## config.mk

```make
export PLATFORM = sky130hd
export DESIGN_NAME = efa_ctrl
export DESIGN_NICKNAME = d
export VERILOG_FILES = /design/src/rtl/core/efa_pkg.sv /design/src/rtl/core/efa_ctrl.sv
export SDC_FILE = /design/constraint.sdc
export NUM_CORES = 1
export LEC_CHECK = 0
export BUFFER_PORTS_ARGS = -buffer_cell sky130_fd_sc_hd__buf_2
export CORE_UTILIZATION = 45
export CTS_CLUSTER_DIAMETER = 60
export CTS_CLUSTER_SIZE = 14
export DETAILED_ROUTE_END_ITERATION = 8
export GPL_TIMING_DRIVEN = 0
export PLACE_DENSITY = 0.8
export SETUP_SLACK_MARGIN = 0.1
export SLEW_MARGIN = 20
export SYNTH_ARGS = -nofsm -noshare
export SYNTH_HDL_FRONTEND = slang
export SYNTH_SLANG_ARGS = --single-unit
```

## constraint.sdc

```tcl
create_clock -name clk -period 1.8 [get_ports clk]
set_input_delay 0 -clock clk [delete_from_list [all_inputs] [get_ports clk]]
set_output_delay 0 -clock clk [all_outputs]
set_load 0.01 [all_outputs]
```

## src/rtl/core/efa_pkg.sv

```systemverilog
`default_nettype none

package efa_pkg;

  localparam int MAX_COLS   = 256;
  localparam int MAX_ROWS   = 256;
  localparam int COUNT_BITS = 16;

  localparam int COL_BITS   = $clog2(MAX_COLS);
  localparam int ROW_BITS   = $clog2(MAX_ROWS);
  localparam int PIX_BITS   = COL_BITS + ROW_BITS;
  localparam int ADDR_BITS  = PIX_BITS + 1;
  localparam int RAM_DEPTH  = 1 << ADDR_BITS;
  localparam int WORD_BITS  = 2 * COUNT_BITS;
  localparam int SUM_BITS   = COUNT_BITS + 1;
  localparam int SCALE_BITS = SUM_BITS + 8;

  localparam int DIM_BITS       = 9;
  localparam int LEN_BITS       = 32;
  localparam int TS_BITS        = 64;
  localparam int CFG_BITS       = 32;
  localparam int CFG_INDEX_BITS = 2;
  localparam int LEVEL_BITS     = 8;

  localparam int DIV_STEPS    = TS_BITS;
  localparam int DIV_CNT_BITS = $clog2(DIV_STEPS);

  localparam logic [CFG_INDEX_BITS-1:0] CFG_FRAME_WIDTH   = 2'd0;
  localparam logic [CFG_INDEX_BITS-1:0] CFG_FRAME_HEIGHT  = 2'd1;
  localparam logic [CFG_INDEX_BITS-1:0] CFG_WINDOW_LENGTH = 2'd2;

  localparam logic [DIM_BITS-1:0] FRAME_DIM_RST     = 9'd256;
  localparam logic [LEN_BITS-1:0] WINDOW_LENGTH_RST = 32'd33000000;

  localparam logic [COUNT_BITS-1:0] COUNT_MAX = {COUNT_BITS{1'b1}};
  localparam int SCALE_FULL = 255;
  localparam int SCALE_MID  = 127;
  localparam logic [LEVEL_BITS-1:0] LEVEL_FULL = 8'd255;
  localparam logic [LEVEL_BITS-1:0] LEVEL_MID  = 8'd127;

  typedef struct packed {
    logic                func;
    logic [15:0]         x;
    logic [15:0]         y;
    logic                polarity;
    logic [TS_BITS-1:0]  timestamp;
  } in_t;

  typedef struct packed {
    logic                  window_closed;
    logic [TS_BITS-1:0]    frame_stamp;
    logic                  read_valid;
    logic [LEVEL_BITS-1:0] count_gray;
    logic [LEVEL_BITS-1:0] signed_gray;
    logic [LEVEL_BITS-1:0] binary_level;
    logic [LEVEL_BITS-1:0] red_level;
    logic [LEVEL_BITS-1:0] blue_level;
  } out_t;

  typedef enum logic [1:0] {
    OP_TOTAL,
    OP_POS,
    OP_NEG,
    OP_SIGNED
  } op_t;

  typedef enum logic [3:0] {
    S_CLEAR,
    S_IDLE,
    S_KIND,
    S_CHECK,
    S_SCAN,
    S_SCAN_TAIL,
    S_COMMIT,
    S_CNT_RD,
    S_CNT_WR,
    S_PIX_RD,
    S_PIX_LATCH,
    S_DIV_GO,
    S_DIV_RUN,
    S_OUT
  } state_t;

  typedef struct packed {
    logic capture;
    logic set_start;
    logic sweep_clear;
    logic sweep_reset;
    logic scan_step;
    logic div_time;
    logic div_read;
    logic close_commit;
    logic cnt_read;
    logic cnt_write;
    logic pix_read;
    logic pix_latch;
    logic level_store;
    logic out_load;
    op_t  op;
  } cmd_t;

  typedef struct packed {
    logic is_read;
    logic close_hit;
    logic sweep_last_pix;
    logic sweep_last_all;
    logic div_busy;
    logic out_free;
  } status_t;

endpackage

`default_nettype wire

```

## src/rtl/core/efa_ctrl.sv

```systemverilog
`default_nettype none

module efa_ctrl
  import efa_pkg::*;
(
  input  wire logic    clk,
  input  wire logic    rst,
  input  wire logic    in_valid,
  output logic         in_stall,
  input  wire status_t status,
  output cmd_t         cmd
);

  state_t state, state_next;
  op_t    op, op_next;

  always_ff @(posedge clk) begin
    if (rst) begin
      state <= S_CLEAR;
      op    <= OP_TOTAL;
    end else begin
      state <= state_next;
      op    <= op_next;
    end
  end

  always_comb begin
    state_next = state;
    op_next    = op;
    unique case (state)
      S_CLEAR: begin
        if (status.sweep_last_all) state_next = S_IDLE;
      end
      S_IDLE: begin
        if (in_valid) state_next = S_KIND;
      end
      S_KIND: begin
        state_next = status.is_read ? S_PIX_RD : S_CHECK;
      end
      S_CHECK: begin
        state_next = status.close_hit ? S_SCAN : S_CNT_RD;
      end
      S_SCAN: begin
        if (status.sweep_last_pix) state_next = S_SCAN_TAIL;
      end
      S_SCAN_TAIL: begin
        state_next = S_COMMIT;
      end
      S_COMMIT: begin
        if (!status.div_busy) state_next = S_CNT_RD;
      end
      S_CNT_RD: begin
        state_next = S_CNT_WR;
      end
      S_CNT_WR: begin
        state_next = S_OUT;
      end
      S_PIX_RD: begin
        state_next = S_PIX_LATCH;
      end
      S_PIX_LATCH: begin
        op_next    = OP_TOTAL;
        state_next = S_DIV_GO;
      end
      S_DIV_GO: begin
        state_next = S_DIV_RUN;
      end
      S_DIV_RUN: begin
        if (!status.div_busy) begin
          if (op == OP_SIGNED) begin
            state_next = S_OUT;
          end else begin
            op_next    = op_t'(op + 2'd1);
            state_next = S_DIV_GO;
          end
        end
      end
      S_OUT: begin
        if (status.out_free) state_next = S_IDLE;
      end
      default: state_next = S_CLEAR;
    endcase
  end

  always_comb begin
    cmd      = '0;
    cmd.op   = op;
    in_stall = (state != S_IDLE);
    unique case (state)
      S_CLEAR:     cmd.sweep_clear = 1'b1;
      S_IDLE:      cmd.capture     = in_valid;
      S_KIND:      cmd.set_start   = !status.is_read;
      S_CHECK: begin
        cmd.sweep_reset = status.close_hit;
        cmd.div_time    = status.close_hit;
      end
      S_SCAN:      cmd.scan_step    = 1'b1;
      S_SCAN_TAIL: cmd.scan_step    = 1'b0;
      S_COMMIT:    cmd.close_commit = !status.div_busy;
      S_CNT_RD:    cmd.cnt_read     = 1'b1;
      S_CNT_WR:    cmd.cnt_write    = 1'b1;
      S_PIX_RD:    cmd.pix_read     = 1'b1;
      S_PIX_LATCH: cmd.pix_latch    = 1'b1;
      S_DIV_GO:    cmd.div_read     = 1'b1;
      S_DIV_RUN:   cmd.level_store  = !status.div_busy;
      S_OUT:       cmd.out_load     = status.out_free;
      default:     cmd              = '0;
    endcase
  end

endmodule

`default_nettype wire

```

# ---- Word-level counts from Yosys, hierarchy flattened
# Cells that the tools add are included.
dict set report totals {
  output_inout_bits 17
  regBits 6
  inputBits 9
}
dict set report classes {
  n_reduce_logical 7
  addsub 1
  eq_ne 22
  n_mux 27
}
# op n
set op_table {}
lappend op_table {{$pmux 4 s14} 1}
lappend op_table {{$mux 4} 7}
lappend op_table {{$eq 4x4->1 const B} 6}
lappend op_table {{$eq 4x3->1 const B} 4}
lappend op_table {{$ne 2x2->1 const B} 7}
lappend op_table {{$reduce_or 14->1} 1}
lappend op_table {{$mux 1} 13}
lappend op_table {{$eq 4x2->1 const B} 2}
lappend op_table {{$mux 2} 4}
lappend op_table {{$reduce_and 6->1} 1}
lappend op_table {{$eq 4x1->1 const B} 1}
lappend op_table {{$logic_not 4->1} 1}
lappend op_table {{$ne 4x1->1 const B} 1}
lappend op_table {{$pmux 2 s2} 1}
lappend op_table {{$mux 3} 1}
lappend op_table {{$reduce_and 3->1} 1}
lappend op_table {{$add 2x1->2 const B} 1}
lappend op_table {{$eq 2x2->1 const B} 1}
lappend op_table {{$logic_not 1->1} 2}
lappend op_table {{$reduce_bool 2->1} 1}

# ---- Depth between registers and ports, before layout
# Gate-level depths: netlist (run 1).
dict set report logic_depth {
  depth_word 4
  depth_mapped 5
  ltp_nobuf 5
}

# ---- Least setup slack after synthesis (run 1)
# OpenSTA, ideal clock, no wires.
dict set report synth_timing {
  path_type {reg2reg}
  start {register op[0]}
  end {register op[0]}
  setup_time_ns 0.114
  setup_slack_ns 0.165
  t_arrival_ns 1.520
  stages_incl_launch_ff 6
  synth_period_minus_slack_ns 1.635
  path_cell_list {dfxtp_1 -> ha_1 -> or4b_1 -> a211o_1 -> mux2i_1 -> nor2_1}
}
dict set report synth_via {
  elab_chain_len 4
  word_cells_on_any_way 7
  classes_between {1 x add/sub; 2 x eq/ne; 3 x mux; 1 x reduce/logical}
}
# element line
set synth_lines {}
lappend synth_lines {{start, declared} efa_ctrl.sv:15} ;# op_t op, op_next;
lappend synth_lines {{start signal, assigned} efa_ctrl.sv:23} ;# op <= op_next;
lappend synth_lines {{$add 2x1->2} efa_ctrl.sv:73} ;# op_next = op_t'(op + 2'd1);
lappend synth_lines {{$mux 2} efa_ctrl.sv:70} ;# if (op == OP_SIGNED) begin
lappend synth_lines {{$mux 2} efa_ctrl.sv:69} ;# if (!status.div_busy) begin
lappend synth_lines {{$pmux 2 s2} efa_ctrl.sv:30} ;# unique case (state)
# Several ways; a longest one is shown, not always the timed one. The select of a mux whose other input is x is not followed.
# A chain may end at the register's enable or synchronous reset.

# ---- Final worst setup path (run 1)
dict set report layout_timing {
  start {register op[0]}
  end {register op[1]}
}
# The elaborated chain is that of the path after synthesis.

==> results of run 1 <==
==> sequential cells by signal, summed over array words and instances, names as in the netlist <==
name   count
op         2
state      4
==> critical path: stages, from the launching register on <==
cell,delay [ns]
dfxtp_2,0.34
ha_4,0.16
or4b_1,0.46
a211o_1,0.35
mux2i_1,0.18
nor2_1,0.05
==> per-layer routing <==
layer	global-route usage (%)	wire (um)
met1	33.3	769
met2	42.6	831
met3	1.70	70
met4	7.76	19
met5	0	0
==> layout by cell type (no fill, tap or decap), drive strengths merged, types with 2 or more instances in the layout <==
cell type   n
nor3        3
a21oi       2
nor4        3
nor2       14
nand3       2
buf        28
or3b        2
dfxtp       6
nand2       3
and2        2
mux2i       2
o2bb2ai     4
nor2b       2
nand2b      7
o21ai       4
nor3b       2
and3        2
inv         4
a211o       2
a31oi       3
clkbuf      8
==> where the power goes <==
group / switching, mW / total, mW / internal, mW
Combinational: 0.411 / 0.712 / 0.300
Sequential: 0.0547 / 0.225 / 0.171
Clock: 0.0454 / 0.121 / 0.0752
Total: 0.512 / 1.06 / 0.546
==> cell families after synthesis <==
group                      synth area share (%)
and+or+nand+nor                            41.8
DFF                                        18.9
adders and majority gates                  1.97
buffers and inverters                      8.28
muxes                                      3.16
AOI/OAI and AO/OA                          25.8
==> layout make-up <==
class                      count  area (um^2)  area share [%]
tap                           15         18.8            2.22
timing repair buffer          26          135            16.0
sequential                     6          124            14.6
multi-input combinational     73          478            56.5
buffer                         8         52.6            6.21
clock buffer                   3         22.5            2.66
inverter                       4         15.0            1.78
==> repair_timing <==
action | in CTS | in global routing
hold buffers | 1 | 0
gates resized for setup | 3 | 14
setup buffers | 0 | 0
pin swaps | 1 | 2
endpoints found under the setup margin | 8 | 14
endpoints found under the hold margin | 2 | 0
==> cell usage after synthesis, drive strengths merged (3+ instances only) <==
cell type  instances  area share [%]
inv                4             2.4
o2bb2ai            4             5.5
nor4               3             3.0
nand2              3             1.8
nor3               3             2.4
dfxtp              6              19
nor2              14             8.3
nand2b             7             6.9
a31oi              3             3.0
buf                6             4.7
o21ai              4             3.2
==> metrics by stage <==
step / instances / util [%] / setup WS (ns) / instance area (um^2)
after floorplan: 91 / - / 0.165 / 634
after global placement: 131 / 59.8 / 0.108 / 778
after detailed placement: 131 / 59.8 / 0.0892 / 778
after CTS: 135 / 62.6 / 0.0695 / 815
after global routing: 135 / 65.0 / 0.0824 / 846
final: 135 / 65.0 / 0.154 / 846
==> worst max-delay path by stage <==
stage                        start  cells past startpoint  slack, ns       to
after detailed placement     op[0]                      5       0.09    op[1]
after global routing      state[1]                      6       0.08  cmd[12]
after global placement       op[0]                      5       0.11    op[1]
after CTS                 state[0]                      6       0.07  cmd[12]
after floorplan              op[0]                      5       0.17    op[0]
final                        op[0]                      5       0.15    op[1]
==> metrics.txt, run 1 <==
CP Class reg -> reg; Mapped Area roughly 630 um^2; die height between 30 and 40 um; outcome finished, final reports clean; Pre-Repair DR Iteration Count 4; Hold Crit Endpoint state[1]; flop2flop setup slack between 0.15 and 0.2 ns; Seq cells post-synth 6; CTS tree yes; class of the worst hold path in -> reg; post-synthesis cell type count 37; Final Total Pwr 1.06 mW; Post-synth EDFFs 0; maximum buffer depth of the clock tree 2; DRC errors left 0; RSZ-0062 raised after global routing true; clk slew on worst S/H paths approximately 0.040 ns; I/O Buffers 25; Max-cap violations 0; Hold Slack slightly above 0.1 ns; DR iter-0 viols 30; reg2reg path depth 5; Slew headroom 72.9%; DIE WIDTH 39.5 um; Final #Nets ~130; Die ar. approximately 0.0016 mm^2; crit end category flop; DP HPWL 1300 um; n_diodes 0; grt ovf 0; Starting Density 48.7%; Vias slightly below 800; final WL around 1700 um; syn_nets 101; crit path time final between 1.5 and 2 ns; Final Hold Vio Count 0; Seq/Total Area, Yosys a little under a fifth; Final period util about nine tenths; Final setup viols 0; Final GP Congestion around 0.88; H-tree depth 1; initial antenna violation count 0; vias per cell 5.84; Slew Viols, Final 0; Synth Instances between 90 and 100; global-route wire length before repair roughly 2700 um; fill count between 100 and 150; Least-Margin Pin Slew approximately 0.41 ns; yosys warns 0; syn avg cell area 6.97 um^2; Fmax achieved around 610 MHz; Power Dens Cells roughly 1300 mW/mm^2; critical path fanouts, max 4; Worst Hold Launch status[1]; DRT antenna net count 0; largest net degree at the start of global routing 11; core area 0.00130 mm^2; TNS Setup 0 ns; clock sink count 6; Leak Pwr roughly 0.39 nW; WL per Instance between 10 and 15 um; Synth Flop Type dfxtp_1; R2R Path End op[1]; WP data required around 1.9 ns; global router's overall resource usage about a quarter; Clock Latency Late Sink 0.24 ns; Worst EP arrival around 1.8 ns; I/O pin cnt 26; clk_skew 0.00295 ns; Std-Cell Rows 13; async set-reset flop share out of synthesis 0%; vias in the first global route 631; worst vdd ir ~0.73 mV; Worst setup SP type flop; Root Buffer Master clkbuf_4; layout cells sized above 1 roughly 37%; area grow syn2layout 33.3%; worst reg2reg startpoint op[0]; TritonCTS Buffers 3; hold path depth 3
No activity file was read; power rests on OpenSTA's default activity.
==> inputs of run 2 (changes only) <==
--- a/config.mk
+++ b/config.mk
@@ -6,12 +6,12 @@
 export NUM_CORES = 1
 export LEC_CHECK = 0
 export BUFFER_PORTS_ARGS = -buffer_cell sky130_fd_sc_hd__buf_2
-export CORE_UTILIZATION = 45
+export CORE_UTILIZATION = 42
 export CTS_CLUSTER_DIAMETER = 60
 export CTS_CLUSTER_SIZE = 14
 export DETAILED_ROUTE_END_ITERATION = 8
 export GPL_TIMING_DRIVEN = 0
-export PLACE_DENSITY = 0.8
+export PLACE_DENSITY = 0.79
 export SETUP_SLACK_MARGIN = 0.1
 export SLEW_MARGIN = 20
 export SYNTH_ARGS = -nofsm -noshare
==> constraint.sdc (replaced) <==
create_clock -name clk -period 1.3 [get_ports clk]
set_input_delay 0 -clock clk [delete_from_list [all_inputs] [get_ports clk]]
set_output_delay 0 -clock clk [all_outputs]
set_load 0.01 [all_outputs]
==> metrics.txt, run 2 (same netlist as run 1, synthesis figures left out) <==
outcome finished with violations; failing checks setup timing; Setup WS post-layout -0.518 ns (-0.672 ns); WL per Instance 25.4 um (+100%); CTS tree yes; grt ovf 0 (unchanged); n_diodes 0 (unchanged); Final period util 140% (+48 points); Final GP Congestion 0.948 (+7.3%); Largest Register state; Largest register FFs 4 (unchanged); Fmax achieved 550 MHz (-9.4%); crit path time final 1.82 ns (+0.172 ns); final WL 3880 um (+130%); initial antenna violation count 0 (unchanged); Slew headroom 70.9% (-2.0 points); crit path buf inv count 2 (+2); Starting Density 47.0% (-1.8 points); DR iter-0 viols 102 (+240%); largest registers state (4), op (2); CP Class reg -> reg; I/O pin cnt 26 (unchanged); Placement Setup Slack -0.279 ns (-0.368 ns); Final Hold Vio Count 0 (unchanged); largest net degree at the start of global routing 11 (unchanged); fill count 33 (-74%); clock sink count 6 (unchanged); clk_skew 0.000446 ns (-0.00250 ns); Clock Latency Late Sink 0.24 ns (about the same); layout cells sized above 1 62.3% (+26 points); TritonCTS Buffers 3 (unchanged); core area 0.00135 mm^2 (+3.7%); DP HPWL 1340 um (+3.8%); critical path fanouts, max 7 (+3); Die ar. 0.00167 mm^2 (+6.8%); Leak Pwr 0.558 nW (+44%); TNS Setup -3.80 ns (-3.80 ns); most frequent cells in the layout 21 x buf_2, 11 x nor2_1, 11 x buf_4, 10 x buf_6, 6 x buf_8; die height 40.9 um (+3.3%); global router's overall resource usage 26.7% (+1.6 points); Power Dens Cells 2090 mW/mm^2 (+67%); Worst setup SP type flop; clk slew on worst S/H paths 0.05 ns (about the same); vias in the first global route 639 (+1.3%); global-route wire length before repair 2820 um (+4.4%); Root Buffer Master clkbuf_4; H-tree depth 1 (unchanged); Std-Cell Rows 13 (unchanged); I/O Buffers 25 (unchanged); crit path cell chain buf_6 -> buf_4 -> nor4_2 -> o21ai_1 -> a31oi_1 -> o2bb2ai_1; Slew Viols, Final 0 (unchanged); area grow syn2layout 104%; Vias 1,107 (+40%); Pre-Repair DR Iteration Count 5 (+1); worst vdd ir 1.63 mV (+120%); crit path max-delay cell type a31oi_1; worst reg2reg startpoint state[0]; Worst EP arrival 1.97 ns (+0.19 ns); CP max stage delay 0.39 ns (-0.07 ns); Worst Hold Launch status[1]; critical path startpoint state[0]; crit end category flop; Final #Nets 150 (+14%); DRT antenna net count 0 (unchanged); WP data required 1.45 ns (-0.48 ns); Max-cap violations 0 (unchanged); class of the worst hold path in -> reg; DIE WIDTH 40.9 um (+3.3%); DRC errors left 0 (unchanged); leading cell type in the layout, fill and taps excluded buf_2; vias per cell 7.24 (+24%); RSZ-0062 raised after global routing true; maximum buffer depth of the clock tree 2 (unchanged); Least-Margin Pin Slew 0.435 ns (+0.0301 ns); Final setup viols 17 (+17); crit-path leading delay family compound AO/OA/AOI/OAI gates
-- run 2: where the power goes --
part | switching (mW) | internal (mW)
sequential | 0.104 | 0.260
combinational | 1.11 | 1.07
clock | 0.0638 | 0.104
-- run 2: area by class of cell --
type                       count  area (um^2)  area share [%]
inverter                       4         15.0            1.16
clock buffer                   3         22.5            1.74
buffer                         8          105            8.12
multi-input combinational     73          631            48.7
tap                           15         18.8            1.45
sequential                     6          138            10.6
timing repair buffer          44          365            28.2
-- run 2: final timing paths --
path / to / slack, ns / cells after the start
setup / recovery: state[3] / -0.52 / 6
hold / removal: state[1] / 0.15 / 3
setup reg to reg: state[3] / -0.52 / 6
hold reg to reg: op[0] / 0.58 / 2
-- run 2: per-layer routing --
layer | vias up | routed length [um] | track usage (%)
met5 | - | 0 | 0
met4 | 0 | 361 | 19.2
met3 | 50 | 521 | 4.89
met2 | 133 | 1720 | 40.6
met1 | 490 | 1280 | 33.3
li1 | 434 | - | -
-- run 2: worst reg2reg max path: cells and delay by family (launching register included) --
kind / cells / cell delay, ns
buffers and inverters: 2 / 0.29
AOI/OAI and AO/OA: 3 / 0.77
DFF: 1 / 0.36
and+or+nand+nor: 1 / 0.31
-- run 2: timing repair --
action                                  CTS  global route
hold buffers                              1             0
pin swaps                                 3            11
endpoints found under the setup margin   22            23
setup buffers                             5            11
gates cloned                              0             2
resized for setup                        19            49
hold endpoints to repair                  2             0
-- run 2: metrics by stage --
stage	cells	instance area, um^2	util [%]	total power [mW]	hold slack (ns)
2_1_floorplan	91	683	-	1.03	0.0475
3_3_place_gp	131	827	61.3	1.29	0.215
3_5_place_dp	131	827	61.3	1.29	0.238
4_1_cts	140	962	71.3	1.75	0.0755
5_1_grt	153	1290	95.9	2.79	0.157
6_report	153	1290	95.9	2.71	0.151
==> inputs of run 3 (changes only) <==
--- a/config.mk
+++ b/config.mk
@@ -12,6 +12,7 @@
 export DETAILED_ROUTE_END_ITERATION = 8
 export GPL_TIMING_DRIVEN = 0
 export PLACE_DENSITY = 0.79
+export REMOVE_ABC_BUFFERS = 1
 export SETUP_SLACK_MARGIN = 0.1
 export SLEW_MARGIN = 20
 export SYNTH_ARGS = -nofsm -noshare
==> metrics.txt, run 3 (same netlist as run 1, synthesis figures left out) <==
outcome finished with violations; failing checks setup timing; global router's overall resource usage 21.8% (-4.9 points); final WL 3840 um (-1.0%); CP max stage delay 0.47 ns (+0.08 ns); Max-cap violations 0 (unchanged); class of the worst hold path in -> reg; Worst Hold Launch status[1]; vias in the first global route 558 (-13%); core area 0.00135 mm^2 (unchanged); layout cells sized above 1 70.7% (+8.4 points); clk slew on worst S/H paths 0.05 ns (about the same); crit path time final 1.79 ns (-0.0307 ns); DR iter-0 viols 87 (-15%); Final GP Congestion 0.796 (-16%); crit path cell chain ha_4 -> or4b_4 -> a211o_1 -> mux2i_1 -> nor2_1; largest registers state (4), op (2); TritonCTS Buffers 3 (unchanged); WP data required 1.43 ns (-0.02 ns); vias per cell 7.25 (+0.14%); critical path fanouts, max 3 (-4); Slew Viols, Final 0 (unchanged); clock sink count 6 (unchanged); Root Buffer Master clkbuf_4; I/O Buffers 25 (unchanged); Worst EP arrival 1.91 ns (-0.06 ns); Final #Nets 152 (+1.3%); clk_skew 0.00458 ns (+0.00414 ns); leading cell type in the layout, fill and taps excluded buf_2; Fmax achieved 560 MHz (+1.7%); Least-Margin Pin Slew 0.382 ns (-0.0533 ns); worst vdd ir 1.77 mV (+8.8%); CTS tree yes; crit end category flop; DRT antenna net count 0 (unchanged); n_diodes 0 (unchanged); Final Hold Vio Count 0 (unchanged); Largest Register state; most frequent cells in the layout 24 x buf_2, 13 x buf_4, 10 x buf_6, 9 x nor2_1; Final setup viols 18 (+1); Setup WS post-layout -0.487 ns (+0.0307 ns); grt ovf 0 (unchanged); DIE WIDTH 40.9 um (unchanged); Vias 1,123 (+1.4%); crit path max-delay cell type or4b_4; Largest register FFs 4 (unchanged); Std-Cell Rows 13 (unchanged); initial antenna violation count 0 (unchanged); Worst setup SP type flop; reg2reg path depth 5 (-1); DRC errors left 0 (unchanged); Pre-Repair DR Iteration Count 5 (unchanged); R2R Path End op[1]; TNS Setup -3.41 ns (+0.391 ns); CP Class reg -> reg; Final period util 137% (-2.4 points); global-route wire length before repair 2440 um (-14%); RSZ-0062 raised after global routing true; I/O pin cnt 26 (unchanged); largest net degree at the start of global routing 25 (+14); Clock Latency Late Sink 0.25 ns (about the same); worst reg2reg startpoint op[1]; DP HPWL 1120 um (-17%); Power Dens Cells 2040 mW/mm^2 (-2.6%); Leak Pwr 0.561 nW (+0.57%); Hold Crit Endpoint state[1]; fill count 24 (-27%); maximum buffer depth of the clock tree 2 (unchanged); area grow syn2layout 106%; Starting Density 47.0% (unchanged); H-tree depth 1 (unchanged); Final Total Pwr 2.66 mW (-1.9%); Slew headroom 74.3% (+3.4 points); WL per Instance 24.8 um (-2.3%); hold path depth 3 (unchanged); flop2flop setup slack -0.49 ns (+0.03 ns); Die ar. 0.00167 mm^2 (unchanged); die height 40.9 um (unchanged)
## run 3: cell types whose count changed in the layout (fill, tap and decap cells not counted), moves of 3 or more
cell | before | now
buf_8 | 6 | 2
buf_2 | 21 | 24
o2bb2ai_1 | 4 | 1
o2bb2ai_2 | 0 | 3
## run 3: metal layers
layer / up-vias / routed length (um) / GRT usage (%)
li1: 434 / - / -
met1: 505 / 1300 / 27.8
met2: 140 / 1840 / 36.7
met5: - / 0 / 0
met4: 0 / 273 / 6.67
met3: 44 / 433 / 3.80
## run 3: critical path, delay by kind of cell (launching register included)
family	cells	cell delay (ns)
AOI/OAI and AO/OA	1	0.34
adders and majority gates	1	0.16
DFF	1	0.34
muxes	1	0.25
and+or+nand+nor	2	0.57
## run 3: worst max-delay path by stage
stage	cells past startpoint	from	to
finish	5	op[1]	op[1]
global placement	4	state[2]	state[1]
CTS	5	op[1]	op[1]
floorplan	4	state[2]	op[0]
global route	5	op[1]	op[1]
detailed placement	4	state[2]	op[1]
## run 3: area by class of cell
type,count,area (um^2),share of cell area (%)
timing repair buffer,54,435,33.4
multi-input combinational,73,676,51.8
sequential,6,138,10.5
inverter,4,15.0,1.15
clock buffer,3,22.5,1.73
tap,15,18.8,1.44
## run 3: power breakdown
group          switching (mW)  internal (mW)  total (mW)  leakage [nW]
registers               0.106          0.260       0.366        0.0527
clock network          0.0676          0.104       0.172        0.0138
logic                    1.09           1.03        2.12         0.494
## run 3: metrics by stage
step                      cell area, um^2  instances  hold WS (ns)  worst slack, ns  util, %
after floorplan                       597         83        0.0475           -0.454        -
after global placement                741        123         0.235           -0.634     54.9
after detailed placement              741        123         0.241           -0.641     54.9
after CTS                             830        129        0.0878           -0.290     61.4
after global routing                 1310        155         0.132           -0.493     96.7
final                                1310        155         0.114           -0.487     96.7
## run 3: what timing repair did
item / 4_1_cts / 5_1_grt
setup endpoints to repair: 23 / 23
gates resized for setup: 13 / 65
hold buffers: 1 / 0
endpoints found under the hold margin: 2 / 0
pin swaps: 3 / 18
setup buffers: 2 / 26
